## config.mk

```make
export PLATFORM = sky130hd
export DESIGN_NAME = lidar_frame_sync_decoder
export DESIGN_NICKNAME = d
export VERILOG_FILES = /design/src/hdl/lfsd_pkg.sv /design/src/hdl/lidar_frame_sync_decoder.sv /design/src/hdl/lfsd_ctrl.sv /design/src/hdl/lfsd_datapath.sv
export SDC_FILE = /design/constraint.sdc
export NUM_CORES = 1
export LEC_CHECK = 0
export BUFFER_PORTS_ARGS = -buffer_cell sky130_fd_sc_hd__buf_2
export CORE_ASPECT_RATIO = 0.5
export CORE_MARGIN = 8
export CORE_UTILIZATION = 55
export DETAILED_ROUTE_END_ITERATION = 16
export PLACE_DENSITY = 0.72
export REMOVE_ABC_BUFFERS = 1
export SLEW_MARGIN = 20
export SYNTH_ARGS = -nofsm -noshare
export SYNTH_HDL_FRONTEND = slang
export SYNTH_SLANG_ARGS = --single-unit
```

## constraint.sdc

```tcl
create_clock -name clk -period 4.8 [get_ports clk]
set_input_delay 0.24 -clock clk [delete_from_list [all_inputs] [get_ports clk]]
set_output_delay 0.24 -clock clk [all_outputs]
set_load 0.005 [all_outputs]
```

## src/hdl/lfsd_pkg.sv

```systemverilog
`timescale 1ns / 1ps
`default_nettype none
// ----------------------------------------------------------------------------
// lfsd_pkg
// Shared constants and controller/datapath interface types for the lidar
// frame sync decoder.
// ----------------------------------------------------------------------------
package lfsd_pkg;

    localparam int FRAME_BYTES  = 28;
    localparam int CHECK_OFFSET = 26;
    localparam int POINTS       = 8;
    localparam int CHECK_BITS   = 15;
    localparam int ACC_BITS     = 16 + CHECK_OFFSET / 2;
    localparam int POS_BITS     = 5;
    localparam int PT_BITS      = 3;
    localparam int CFG_IDX_BITS = 3;
    localparam int CFG_DATA_BITS = 16;

    typedef logic [POS_BITS-1:0] pos_t;

    // Register indexes of the configuration port
    localparam logic [CFG_IDX_BITS-1:0] REG_HEADER0  = 3'd0;
    localparam logic [CFG_IDX_BITS-1:0] REG_HEADER1  = 3'd1;
    localparam logic [CFG_IDX_BITS-1:0] REG_VERSION  = 3'd2;
    localparam logic [CFG_IDX_BITS-1:0] REG_PTYPE    = 3'd3;
    localparam logic [CFG_IDX_BITS-1:0] REG_INV_MASK = 3'd4;
    localparam logic [CFG_IDX_BITS-1:0] REG_DIST_MASK = 3'd5;

    // Commands from controller to datapath
    typedef struct packed {
        logic accept;     // byte transfer on the input channel
        logic sweep;      // read out the stored frame
        logic good;       // checksum passed, arm emission
        logic bad;        // checksum failed, arm resync search
        logic search;     // test one slide offset
        logic emit_step;  // result transfer on the output channel
    } lfsd_cmd_t;

    // Status from datapath to controller
    typedef struct packed {
        logic completes;    // accepted byte fills the frame
        logic sweep_done;   // last stored byte processed
        logic csum_ok;      // computed checksum equals received word
        logic search_done;  // slide offset found or exhausted
        logic emit_last;    // current result is the eighth point
    } lfsd_status_t;

endpackage : lfsd_pkg
`default_nettype wire

```

## src/hdl/lidar_frame_sync_decoder.sv

```systemverilog
`timescale 1ns / 1ps
`default_nettype none
// ----------------------------------------------------------------------------
// lidar_frame_sync_decoder
// Resynchronising 28-byte lidar frame decoder with folded checksum check.
// ----------------------------------------------------------------------------
// Input channel (in_valid/in_stall, data_byte) takes one serial byte per
// transfer. The byte that completes a frame starts a read-out of the
// 28-byte frame memory, one byte per cycle through its single read port,
// followed by a checksum decision state.
// Good frame: eight point results leave on the output channel
// (out_valid/out_stall), one per cycle when not stalled, last on the eighth.
// Bad frame: the slide search tests one offset per cycle, offsets 1 to 27.
// The input is stalled from the completing byte until the frame is fully
// handled, so no new byte is taken while a frame is in hand.
// A stalled result holds all its fields. Configuration writes (cfg_write,
// cfg_index, cfg_data) take effect at once and are expected while idle.
// Reset returns the registers to their defaults, empties the frame and
// clears both counters; no clearing pass is needed.
// ----------------------------------------------------------------------------
module lidar_frame_sync_decoder (
    input  wire logic                                clk,
    input  wire logic                                rst_n,
    input  wire logic                                cfg_write,
    input  wire logic [lfsd_pkg::CFG_IDX_BITS-1:0]   cfg_index,
    input  wire logic [lfsd_pkg::CFG_DATA_BITS-1:0]  cfg_data,
    input  wire logic                                in_valid,
    output logic                                     in_stall,
    input  wire logic [7:0]                          data_byte,
    output logic                                     out_valid,
    input  wire logic                                out_stall,
    output logic [15:0]                              motor_speed,
    output logic [15:0]                              start_angle,
    output logic [15:0]                              end_angle,
    output logic [lfsd_pkg::CHECK_BITS-1:0]          check_word,
    output logic [lfsd_pkg::PT_BITS-1:0]             point_index,
    output logic [15:0]                              distance,
    output logic                                     point_valid,
    output logic                                     last,
    output logic [31:0]                              resync_count,
    output logic [31:0]                              checksum_error_count
);
    import lfsd_pkg::*;

    lfsd_cmd_t    cmd;
    lfsd_status_t status;

    // Sequence control
    lfsd_ctrl u_ctrl (
        .clk       (clk),
        .rst_n     (rst_n),
        .in_valid  (in_valid),
        .in_stall  (in_stall),
        .out_valid (out_valid),
        .out_stall (out_stall),
        .status    (status),
        .cmd       (cmd)
    );

    // Storage and arithmetic
    lfsd_datapath u_datapath (
        .clk                  (clk),
        .rst_n                (rst_n),
        .cfg_write            (cfg_write),
        .cfg_index            (cfg_index),
        .cfg_data             (cfg_data),
        .data_byte            (data_byte),
        .cmd                  (cmd),
        .status               (status),
        .motor_speed          (motor_speed),
        .start_angle          (start_angle),
        .end_angle            (end_angle),
        .check_word           (check_word),
        .point_index          (point_index),
        .distance             (distance),
        .point_valid          (point_valid),
        .last                 (last),
        .resync_count         (resync_count),
        .checksum_error_count (checksum_error_count)
    );

endmodule : lidar_frame_sync_decoder
`default_nettype wire

```

## src/hdl/lfsd_ctrl.sv

```systemverilog
`timescale 1ns / 1ps
`default_nettype none
// ----------------------------------------------------------------------------
// lfsd_ctrl
// Frame sequencer: byte intake, frame sweep, checksum decision, resync
// search and point emission.
// ----------------------------------------------------------------------------
module lfsd_ctrl (
    input  wire logic                  clk,
    input  wire logic                  rst_n,
    input  wire logic                  in_valid,
    output logic                       in_stall,
    output logic                       out_valid,
    input  wire logic                  out_stall,
    input  wire lfsd_pkg::lfsd_status_t status,
    output lfsd_pkg::lfsd_cmd_t        cmd
);
    import lfsd_pkg::*;

    typedef enum logic [2:0] {
        S_IDLE,
        S_SWEEP,
        S_DECIDE,
        S_SEARCH,
        S_EMIT
    } state_t;

    state_t state_reg, state_next;
    logic   in_stall_reg, out_valid_reg;

    // Decode commands from the current state
    always_comb
    begin
        cmd           = '0;
        cmd.accept    = (state_reg == S_IDLE) && in_valid;
        cmd.sweep     = (state_reg == S_SWEEP);
        cmd.good      = (state_reg == S_DECIDE) && status.csum_ok;
        cmd.bad       = (state_reg == S_DECIDE) && !status.csum_ok;
        cmd.search    = (state_reg == S_SEARCH);
        cmd.emit_step = (state_reg == S_EMIT) && !out_stall;
    end

    // Advance the sequence
    always_comb
    begin
        state_next = state_reg;
        case (state_reg)
            S_IDLE:
            begin
                if (cmd.accept && status.completes)
                    state_next = S_SWEEP;
            end
            S_SWEEP:
            begin
                if (status.sweep_done)
                    state_next = S_DECIDE;
            end
            S_DECIDE:
            begin
                state_next = status.csum_ok ? S_EMIT : S_SEARCH;
            end
            S_SEARCH:
            begin
                if (status.search_done)
                    state_next = S_IDLE;
            end
            S_EMIT:
            begin
                if (cmd.emit_step && status.emit_last)
                    state_next = S_IDLE;
            end
            default:
            begin
                state_next = S_IDLE;
            end
        endcase
    end

    // Hold state and registered handshake outputs
    always_ff @(posedge clk or negedge rst_n)
    begin
        if (!rst_n)
        begin
            state_reg     <= S_IDLE;
            in_stall_reg  <= 1'b0;
            out_valid_reg <= 1'b0;
        end
        else
        begin
            state_reg     <= state_next;
            in_stall_reg  <= (state_next != S_IDLE);
            out_valid_reg <= (state_next == S_EMIT);
        end
    end

    assign in_stall  = in_stall_reg;
    assign out_valid = out_valid_reg;

endmodule : lfsd_ctrl
`default_nettype wire

```

## src/hdl/lfsd_datapath.sv

```systemverilog
`timescale 1ns / 1ps
`default_nettype none
// ----------------------------------------------------------------------------
// lfsd_datapath
// Circular frame memory, serial checksum fold, field capture, resync
// search over slide offsets, counters and result fields.
// ----------------------------------------------------------------------------
module lfsd_datapath (
    input  wire logic                                  clk,
    input  wire logic                                  rst_n,
    input  wire logic                                  cfg_write,
    input  wire logic [lfsd_pkg::CFG_IDX_BITS-1:0]     cfg_index,
    input  wire logic [lfsd_pkg::CFG_DATA_BITS-1:0]    cfg_data,
    input  wire logic [7:0]                            data_byte,
    input  wire lfsd_pkg::lfsd_cmd_t                   cmd,
    output lfsd_pkg::lfsd_status_t                     status,
    output logic [15:0]                                motor_speed,
    output logic [15:0]                                start_angle,
    output logic [15:0]                                end_angle,
    output logic [lfsd_pkg::CHECK_BITS-1:0]            check_word,
    output logic [lfsd_pkg::PT_BITS-1:0]               point_index,
    output logic [15:0]                                distance,
    output logic                                       point_valid,
    output logic                                       last,
    output logic [31:0]                                resync_count,
    output logic [31:0]                                checksum_error_count
);
    import lfsd_pkg::*;

    localparam pos_t LAST_POS  = pos_t'(FRAME_BYTES - 1);
    localparam pos_t FULL_POS  = pos_t'(FRAME_BYTES);
    localparam pos_t CHK_LO    = pos_t'(CHECK_OFFSET);
    localparam pos_t PT_FIRST  = 5'd8;
    localparam pos_t PT_END    = 5'd23;

    // Map a logical frame position onto the circular memory
    function automatic pos_t phys(input pos_t base, input pos_t p);
        logic [POS_BITS:0] s;
        s = {1'b0, base} + {1'b0, p};
        if (s >= (POS_BITS+1)'(FRAME_BYTES))
            s = s - (POS_BITS+1)'(FRAME_BYTES);
        return s[POS_BITS-1:0];
    endfunction

    // Configuration registers
    logic [7:0]  hdr0_reg, hdr1_reg, ver_reg, ptype_reg;
    logic [15:0] inv_mask_reg, dist_mask_reg;

    // Frame memory and pointers
    logic [7:0]  mem [FRAME_BYTES];
    logic [7:0]  rd_data_reg;
    pos_t        base_reg, fill_reg;
    pos_t        rp_reg, dp_reg;
    logic        dv_reg;

    // Sweep capture
    logic [ACC_BITS-1:0] acc_reg;
    logic [7:0]          lo_reg;
    logic [15:0]         chk_reg, motor_reg, start_reg, end_reg;
    logic [15:0]         pts [POINTS];
    logic [FRAME_BYTES-1:0] m0_reg, m1_reg, m2_reg, m3_reg;

    // Search, emission and counters
    pos_t                k_reg;
    logic [PT_BITS-1:0]  pi_reg;
    logic [31:0]         resync_reg, bad_reg;

    logic [7:0]  expect_byte;
    logic        byte_ok;
    logic [15:0] word;
    logic [15:0] fold_sum;
    pos_t        k1, k2, k3;
    logic        hit;
    pos_t        k_final;
    logic [PT_BITS-1:0] pt_slot;

    // Expected byte for the next prefix position
    always_comb
    begin
        case (fill_reg[1:0])
            2'd0:    expect_byte = hdr0_reg;
            2'd1:    expect_byte = hdr1_reg;
            2'd2:    expect_byte = ver_reg;
            default: expect_byte = ptype_reg;
        endcase
    end

    assign byte_ok = (fill_reg >= 5'd4) || (data_byte == expect_byte);
    assign word    = {rd_data_reg, lo_reg};
    assign pt_slot = PT_BITS'((dp_reg - PT_FIRST) >> 1);

    // Fold the accumulator into 15 bits
    assign fold_sum = {1'b0, acc_reg[CHECK_BITS-1:0]}
                    + 16'(acc_reg[ACC_BITS-1:CHECK_BITS]);

    // Test the current slide offset against the prefix flags
    assign k1 = k_reg + 5'd1;
    assign k2 = k_reg + 5'd2;
    assign k3 = k_reg + 5'd3;
    assign hit = m0_reg[k_reg]
               && ((k1 > LAST_POS) || m1_reg[k1])
               && ((k2 > LAST_POS) || m2_reg[k2])
               && ((k3 > LAST_POS) || m3_reg[k3]);
    assign k_final = hit ? k_reg : FULL_POS;

    always_comb
    begin
        status             = '0;
        status.completes   = byte_ok && (fill_reg == LAST_POS);
        status.sweep_done  = dv_reg && (dp_reg == LAST_POS);
        status.csum_ok     = ({1'b0, fold_sum[CHECK_BITS-1:0]} == chk_reg);
        status.search_done = hit || (k_reg == LAST_POS);
        status.emit_last   = (pi_reg == PT_BITS'(POINTS - 1));
    end

    // Configuration writes
    always_ff @(posedge clk or negedge rst_n)
    begin
        if (!rst_n)
        begin
            hdr0_reg      <= 8'h55;
            hdr1_reg      <= 8'hAA;
            ver_reg       <= 8'h02;
            ptype_reg     <= 8'h08;
            inv_mask_reg  <= 16'h8000;
            dist_mask_reg <= 16'h3FFF;
        end
        else if (cfg_write)
        begin
            case (cfg_index)
                REG_HEADER0:   hdr0_reg      <= cfg_data[7:0];
                REG_HEADER1:   hdr1_reg      <= cfg_data[7:0];
                REG_VERSION:   ver_reg       <= cfg_data[7:0];
                REG_PTYPE:     ptype_reg     <= cfg_data[7:0];
                REG_INV_MASK:  inv_mask_reg  <= cfg_data;
                REG_DIST_MASK: dist_mask_reg <= cfg_data;
                default:       ;
            endcase
        end
    end

    // Frame memory: one write, one registered read
    always_ff @(posedge clk)
    begin
        if (cmd.accept && (byte_ok || data_byte == hdr0_reg))
            mem[phys(base_reg, byte_ok ? fill_reg : 5'd0)] <= data_byte;
        rd_data_reg <= mem[phys(base_reg, rp_reg)];
    end

    // Control state: fill, base, sweep pointers, search and emit counters
    always_ff @(posedge clk or negedge rst_n)
    begin
        if (!rst_n)
        begin
            fill_reg   <= '0;
            base_reg   <= '0;
            rp_reg     <= '0;
            dp_reg     <= '0;
            dv_reg     <= 1'b0;
            k_reg      <= 5'd1;
            pi_reg     <= '0;
            resync_reg <= '0;
            bad_reg    <= '0;
        end
        else
        begin
            dv_reg <= 1'b0;
            if (cmd.accept)
            begin
                rp_reg <= '0;
                if (byte_ok)
                    fill_reg <= fill_reg + 5'd1;
                else
                begin
                    // drop the partial frame, keep a fresh header byte
                    resync_reg <= resync_reg + 32'(fill_reg) + 32'd1;
                    fill_reg   <= (data_byte == hdr0_reg) ? 5'd1 : 5'd0;
                end
            end
            if (cmd.sweep && !dv_reg || cmd.sweep && dp_reg != LAST_POS)
            begin
                if (rp_reg != FULL_POS)
                begin
                    rp_reg <= rp_reg + 5'd1;
                    dp_reg <= rp_reg;
                    dv_reg <= 1'b1;
                end
            end
            if (cmd.good)
            begin
                fill_reg <= '0;
                pi_reg   <= '0;
            end
            if (cmd.bad)
            begin
                bad_reg <= bad_reg + 32'd1;
                k_reg   <= 5'd1;
            end
            if (cmd.search)
            begin
                k_reg <= k_reg + 5'd1;
                if (status.search_done)
                begin
                    // slide to the next offset that still reads as a prefix
                    resync_reg <= resync_reg + 32'(k_final);
                    fill_reg   <= FULL_POS - k_final;
                    base_reg   <= phys(base_reg, hit ? k_reg : 5'd0);
                end
            end
            if (cmd.emit_step)
                pi_reg <= pi_reg + PT_BITS'(1);
        end
    end

    // Capture words and prefix flags as the frame streams past
    always_ff @(posedge clk)
    begin
        if (cmd.accept)
            acc_reg <= '0;
        if (dv_reg)
        begin
            m0_reg[dp_reg] <= (rd_data_reg == hdr0_reg);
            m1_reg[dp_reg] <= (rd_data_reg == hdr1_reg);
            m2_reg[dp_reg] <= (rd_data_reg == ver_reg);
            m3_reg[dp_reg] <= (rd_data_reg == ptype_reg);
            if (!dp_reg[0])
                lo_reg <= rd_data_reg;
            else
            begin
                if (dp_reg < CHK_LO)
                    acc_reg <= {acc_reg[ACC_BITS-2:0], 1'b0} + ACC_BITS'(word);
                if (dp_reg == 5'd5)
                    motor_reg <= word;
                if (dp_reg == 5'd7)
                    start_reg <= word;
                if (dp_reg == 5'd25)
                    end_reg <= word;
                if (dp_reg == LAST_POS)
                    chk_reg <= word;
                if (dp_reg > PT_FIRST && dp_reg <= PT_END)
                    pts[pt_slot] <= word;
            end
        end
    end

    // Result fields, stable while the output is stalled
    assign motor_speed          = motor_reg;
    assign start_angle          = start_reg;
    assign end_angle            = end_reg;
    assign check_word           = chk_reg[CHECK_BITS-1:0];
    assign point_index          = pi_reg;
    assign distance             = pts[pi_reg] & dist_mask_reg;
    assign point_valid          = ((pts[pi_reg] & inv_mask_reg) == 16'd0);
    assign last                 = status.emit_last;
    assign resync_count         = resync_reg;
    assign checksum_error_count = bad_reg;

endmodule : lfsd_datapath
`default_nettype wire

```

* After elaboration in Yosys (flattened, before gate mapping)
Memory sizes are Yosys's and may differ from the RTL's. A register that Yosys moved wholly into a read port is not among the register bits.
Index checks and enable logic that the tools add are counted.
** Storage, ports and cells
- Bits in registers :: 375
- Latch bits :: 0
- Bits in writable memories :: 352
- ROM bits :: 0
- Logic and storage cells :: 200
- Memories kept :: 2
** Operators by class
- Add/subtract/negate cells :: 20
- Multipliers :: 0
- Divide/modulo/power cells :: 0
- $lt $le $gt $ge :: 16
- Equal/unequal tests :: 28
- Shift operators :: 0
- Muxes and demuxes :: 57
- Bitwise gates (word level) :: 3
- Reduce and logical (&&, ||, !) cells :: 46
** Memory list
- u_datapath.mem :: depth 28, width 8, rd ports 1, clocked after Yosys merged registers in 1, write ports 1, line lfsd_datapath.sv:50 : logic [7:0] mem [FRAME_BYTES];
- u_datapath.pts :: depth 8, width 16, rd ports 1, clocked after Yosys merged registers in 0, write ports 1, line lfsd_datapath.sv:60 : logic [15:0] pts [POINTS];
** Operators with widths (count)
- $mux W32 :: 4
- $mux W29 :: 4
- $bwmux W28 :: 4
- $mux W5 :: 17
- $add A32 B1 Y32 const B :: 2
- $add A32 B5 Y32 :: 2
- $eq A8 B8 Y1 :: 6
- $and A16 B16 Y16 :: 2
- $lt A5 B6 Y1 const B :: 5
- $add A29 B16 Y29 :: 1
- $pmux W8 S3 :: 1
- $mux W3 :: 7
- $bmux W1 S5 :: 4
- $eq A5 B5 Y1 const B :: 4
- $add A5 B5 Y6 :: 3
- $ge A6 B5 Y1 const B :: 3
- $reduce_and A2 Y1 :: 9
- $eq A15 B16 Y1 :: 1
- $logic_and A1 B1 Y1 :: 16
- $logic_not A16 Y1 :: 1
- $add A15 B14 Y15 :: 1
- $add A5 B1 Y5 const B :: 3
- $eq A3 B3 Y1 const B :: 5
- $gt A5 B5 Y1 const B :: 3
- 27 further kinds :: 62

* Depth between registers and ports, before layout
- Depth in word-level cells :: 11
- Mapped depth :: 26
- Mapped depth without buffers :: 21

* Modules after synthesis
From an unflattened synthesis, not the netlist that was laid out.
** Second synthesis, totals
- Cell total of the unflattened synthesis :: 2251
- Area, all modules :: 32950.4 µm²
** Modules (own cells, without submodules)
- lfsd_datapath :: times used 1, cells an instance 2223, area an instance 32672.6 µm²
- lfsd_ctrl :: times used 1, cells an instance 28, area an instance 277.8 µm²

* Worst setup path before layout
No wires, ideal clock.
- Kind :: register to register
- From :: register u_datapath.fill_reg[1]
- To :: memory u_datapath.mem[22][0] (enable)
- Library setup time :: 370 ps
- Arrival time :: 4506 ps
- Data required time :: 4430 ps
- Setup slack :: -76 ps
- Cell stages (with the launch flop) :: 20
- Buffers on the path :: 1
- Path through :: dfrtp_1 > inv_1 > ha_1 > clkbuf_1 > a222oi_1 > mux2i_1 > xnor2_1 > nand4_1 > o21ai_1 > and2_1 > ha_1 > inv_1 > fa_1 > xnor2_1 > ha_1 > nand2_1 > nand2_1 > mux2_2 > or3_1 > nor2_1
** Between the ends
- Longest elaborated chain between the ends :: 9
- Elaborated cells on any way between the ends :: 17
- Classes of those cells :: add/sub: 2; order compare: 2; eq/ne: 3; mux: 6; reduce/logical: 4
** Ends and longest elaborated chain
- start, declared :: line lfsd_datapath.sv:52 : pos_t base_reg, fill_reg;
- start signal, assigned :: line lfsd_datapath.sv:172 : fill_reg <= fill_reg + 5'd1;
- start signal, assigned :: line lfsd_datapath.sv:177 : fill_reg <= (data_byte == hdr0_reg) ? 5'd1 : 5'd0;
- start signal, assigned :: line lfsd_datapath.sv:206 : fill_reg <= FULL_POS - k_final;
- $eq A2 B2 Y1 (tied with other cells) :: line lfsd_datapath.sv:80 : case (fill_reg[1:0])
- $pmux W8 S3 :: line lfsd_datapath.sv:80
- $eq A8 B8 Y1 :: line lfsd_datapath.sv:88 : assign byte_ok = (fill_reg >= 5'd4) || (data_byte == expect_byte);
- $logic_or A1 B1 Y1 :: line lfsd_datapath.sv:88
- $mux W5 :: line lfsd_datapath.sv:146 : mem[phys(base_reg, byte_ok ? fill_reg : 5'd0)] <= data_byte;
- $add A5 B5 Y6 :: line lfsd_datapath.sv:39 : s = {1'b0, base} + {1'b0, p};
- $sub A5 B5 Y5 or $ge A6 B5 Y1 (tied branches) :: line lfsd_datapath.sv:41, lfsd_datapath.sv:40
- $mux W5 :: line lfsd_datapath.sv:40 : if (s >= (POS_BITS+1)'(FRAME_BYTES))
- $mux W5 :: line lfsd_datapath.sv:145 : if (cmd.accept && (byte_ok || data_byte == hdr0_reg))
- end, declared :: line lfsd_datapath.sv:50
Parallel ways exist; a longest one is shown, timed or not. The select of a mux whose other input is x is not followed.

* Final worst setup path
- From :: register u_datapath.k_reg[0]
- To :: register u_datapath.resync_reg[18] (netlist: u_datapath.resync_count[18])
** Between the ends
- Longest elaborated chain between the ends :: 11
- Elaborated cells on any way between the ends :: 26
- Classes of those cells :: add/sub: 4; order compare: 3; eq/ne: 1; mux: 11; reduce/logical: 7
** Ends and longest elaborated chain
- start, declared :: line lfsd_datapath.sv:64 : pos_t k_reg;
- start signal, assigned :: line lfsd_datapath.sv:201 : k_reg <= k_reg + 5'd1;
- $add A5 B1 Y5 :: line lfsd_datapath.sv:97 : assign k1 = k_reg + 5'd1;
- $bmux W1 S5 :: line lfsd_datapath.sv:101 : && ((k1 > LAST_POS) || m1_reg[k1])
- $mux W1 (implied by the code) :: line lfsd_datapath.sv:101
- $logic_or A1 B1 Y1 :: line lfsd_datapath.sv:101
- $logic_and A1 B1 Y1 :: line lfsd_datapath.sv:101
- $logic_and A1 B1 Y1 :: line lfsd_datapath.sv:102 : && ((k2 > LAST_POS) || m2_reg[k2])
- $logic_and A1 B1 Y1 :: line lfsd_datapath.sv:103 : && ((k3 > LAST_POS) || m3_reg[k3]);
- $mux W5 :: line lfsd_datapath.sv:104 : assign k_final = hit ? k_reg : FULL_POS;
- $add A32 B5 Y32 :: line lfsd_datapath.sv:205 : resync_reg <= resync_reg + 32'(k_final);
- $mux W32 * :: line lfsd_datapath.sv:202 : if (status.search_done)
- $mux W32 * :: line lfsd_datapath.sv:199 : if (cmd.search)
- end signal, assigned :: line lfsd_datapath.sv:176 : resync_reg <= resync_reg + 32'(fill_reg) + 32'd1;
- end signal, assigned :: line lfsd_datapath.sv:205
- end, declared :: line lfsd_datapath.sv:66 : logic [31:0] resync_reg, bad_reg;
Every way passes the cells marked *; elsewhere a longest branch is shown, timed or not. The select of a mux whose other input is x is not followed.
A chain may end at the register's enable or synchronous reset.

==> key figures <==
Clock tree
  • Root buf cell: clkbuf_16
  • Maximum clock path buffer count: 3
  • CTS sink cnt: 735
  • Num CTS Buffers: 66
  • Worst-path clk slew: 0.07 ns
  • CTS tree: done
  • H-tree depth: 3
  • Clk_lat worst skew: 0.63 ns

Power
  • VDD IR max: 0.000643 V
  • Pleak: 14.1 nW
  • PD cells: 605 nW/um^2

GRT
  • Antenna violations before repair: 12
  • First-pass GRT wire length: approximately 120 mm
  • Tot GR Track Use: 0.228
  • Largest net degree at the start of global routing: 117
  • Vias in the first global route: between 15000 and 20000
  • GRT Residual Overflow: 0

Synthesis
  • Syn Area/Cell: 14.9 um^2
  • Synth Area in Compound Gates: 0.0561
  • Synth Instances: between 2000 and 2500
  • Multiplexer area fraction after synthesis: 0.118
  • XOR/XNOR share of the synthesized area: 0.0491
  • Post-synth EDFFs: roughly 540
  • Synthesized area: 32800 um^2
  • Post-synthesis sequential area ratio: 0.638
  • Main combinational cell family by area after synthesis: multiplexers
  • Synth Warn #: 0
  • Top cell type's share of synthesized area: 0.491
  • Post-Synth Simple-Gate Area: 0.0806
  • Dominant cell type by area after synthesis: edfxtp_1
  • Flops & latches, synth: 735
  • Ys async rst share: 0.220
  • Top FF cell, synth: edfxtp_1
  • Synthesized-area fraction occupied by adder cells: 0.0332
  • Synth cell types: 94
  • Synth top area cells: edfxtp_1 (49%), dfrtp_1 (10%), mux4_2 (7.1%)

Critical path
  • Required time of the worst setup path: 5.34 ns
  • Setup CP Type: register to register
  • Critical path endpoint category: register
  • Most Frequent Cell on Critical Path: inv_1
  • Maximum fanout along the worst path: 13
  • Crit-path slowest cell: dfstp_2
  • Worst path cell trace: inv_1 > buf_4 > ha_1 > xnor2_2 > mux2i_1 > a211oi_2 > o21a_2 > nand4b_4 > or2_2 > inv_1 > ha_1 > inv_1 > fa_1 > inv_1 > a21oi_1 > o21bai_1 > a21o_1 > nand2_1 > o211a_4 > nor4b_2 > xor2_1
  • Worst Path Arrival: 5.15 ns
  • Max incr delay on CP: 0.56 ns
  • Startpoint class of the critical path: register

Detailed routing
  • DR vias/cell: approximately 6.0
  • Number of DRC markers in iteration 0: approximately 2100
  • Vias: 19760
  • Drt drc: 0
  • Routed Antenna Nets: 0
  • DR pass1 iterations: 7
  • DR WL/cell: approximately 24 um
  • WL final: 79.5 mm

Floorplan
  • Std-Cell Rows: 63
  • Die Y: 189 um
  • Initial Utilization: 0.555
  • Die Area: between 60000 and 70000 um^2
  • CORE AREA: 59100 um^2
  • Die W: between 300 and 400 um
  • # IOs: 182

Flow run
  • MaxCap Viol Count: 0

Placed design
  • Place WS: between 0.02 and 0.025 ns
  • HPWL after DPL: 53.1 mm
  • Placer Congestion: 0.924
  • Number of port buffers: 181
  • Placed cell count: approximately 3100
  • Area after DPL: 34900 um^2

STA
  • Final worst-path cycle share: 0.962
  • Slew Viols, Final: 0
  • Final Worst Setup Slack: 0.184 ns
  • Final setup fails: 0
  • Post-route minimum period: 4.62 ns
  • Least-Margin Pin Slew: 1.07 ns
  • F_max: roughly 220 MHz
  • Clock Skew: approximately 0.027 ns
  • Hold Violations, Final: 0
  • Setup repair after global routing missed its margin: true
  • Slew headroom: 0.284

Finish
  • Final instance area: 37600 um^2
  • FF+latch area: 20900 um^2
  • Most frequent cells in the layout: edfxtp_1 (536), buf_2 (180), dfrtp_1 (133), nor2_1 (129), mux4_2 (103)
  • Max reg flops: 224
  • Reg with most FFs: u_datapath.mem
  • Multi-input logic area: ~11000 um^2
  • Fraction of layout cells with a size suffix above 1: 0.257
  • Area Growth Syn to Fin: 14.6%
  • Most common cell after layout, fill and taps aside: edfxtp_1
  • Layout fillers: 4265
  • Top Registers: u_datapath.mem (224), u_datapath.pts (128)
  • Finished Layout Cells: 3293
  • Final Util: 0.636
  • Nets: approximately 2600

Run status
  • Outcome: finished, final reports clean

Hold path
  • Type of the tightest min-delay check: input port to register
## Yosys cell counts, types with 10 or more instances
library cell	count
mux4_2	103
edfxtp_1	536
or2_2	13
o22ai_1	24
xor2_1	77
o21ai_0	87
dfrtp_1	136
nand4_1	32
a21oi_1	49
nand3_1	74
nor2_1	129
buf_4	18
inv_1	67
and2_1	10
xnor2_1	100
nand2_1	93
mux2i_1	58
dfxtp_1	37
ha_1	75
mux2_2	66
and3_1	16
dfstp_2	26
nand2b_1	20
nor2b_1	29
or3_1	12
clkbuf_1	71
a21o_1	30
nor3_1	28
## power breakdown
group          internal [W]  total [W]  switching, W
clock               0.00327    0.00572       0.00245
combinational       0.00368    0.00872       0.00504
sequential          0.00761    0.00832      0.000711
total                0.0146     0.0228       0.00820
## layout make-up
class,count,share of cell area
Timing Repair Buffer,298,0.0497
Inverter,70,0.00699
Tap cell,780,0.0260
Clock buffer,85,0.0464
Multi-Input combinational cell,1285,0.299
Sequential cell,735,0.557
Antenna cell,3,0.000200
Clock inverter,37,0.0156
## worst paths after layout
kind	start	endpoint	slack, ns	depth (start not counted)
setup / recovery	u_datapath.k_reg[0]	u_datapath.resync_count[18]	0.18	21
hold / removal	out_stall	u_datapath.point_index[2]	0.05	3
setup reg to reg	u_datapath.k_reg[0]	u_datapath.resync_count[18]	0.18	21
hold reg to reg	u_datapath.checksum_error_count[31]	u_datapath.checksum_error_count[31]	0.47	1
max in group asynchronous	rst_n	u_datapath.ver_reg[5]	3.36	3
min in group asynchronous	rst_n	u_datapath.checksum_error_count[14]	0.32	2
## metrics by stage
| step | hold WS (ns) | total power (W) | setup TNS (ns) |
|---|---|---|---|
| after CTS | 0.0284 | 0.0225 | 0 |
| final | 0.0512 | 0.0228 | 0 |
| after global routing | 0.0664 | 0.0238 | -1.99 |
| after floorplan | -0.0556 | 0.0139 | -7.14 |
| after detailed placement | 0.460 | 0.0167 | 0 |
| after global placement | 0.459 | 0.0165 | 0 |
## timing repair
item | in CTS | in global routing
gates cloned | 0 | 1
hold endpoints to repair | 139 | 0
pin swaps | 0 | 8
hold buffers | 17 | 0
resized for setup | 1 | 29
endpoints found under the setup margin | 2 | 247
setup buffers | 0 | 6
## cells by family after synthesis
kind of cell,Yosys count
mux,235
flops,735
compound gates,278
buf+inv,183
simple gates,508
fa+ha+maj,83
xor+xnor,180
## critical path, delay by kind of cell, from the launching register on
kind / cells / cell delay (ns)
AND/OR/NAND/NOR: 4 / 0.93
multiplexers: 1 / 0.13
buffers and inverters: 5 / 0.48
XOR/XNOR: 2 / 0.42
flip-flops: 1 / 0.56
AO/OA/AOI/OAI: 6 / 1.17
adder cells (fa/ha/maj): 3 / 0.81
## metal layers
metal / up-vias / share of wire / GRT usage
met5: - / 0.00059 / 0
met4: 8 / 0.021 / 0.0544
met2: 777 / 0.47 / 0.357
li1: 8817 / - / -
met1: 10031 / 0.42 / 0.322
met3: 127 / 0.087 / 0.0556
(Power assumes the default switching activity.)
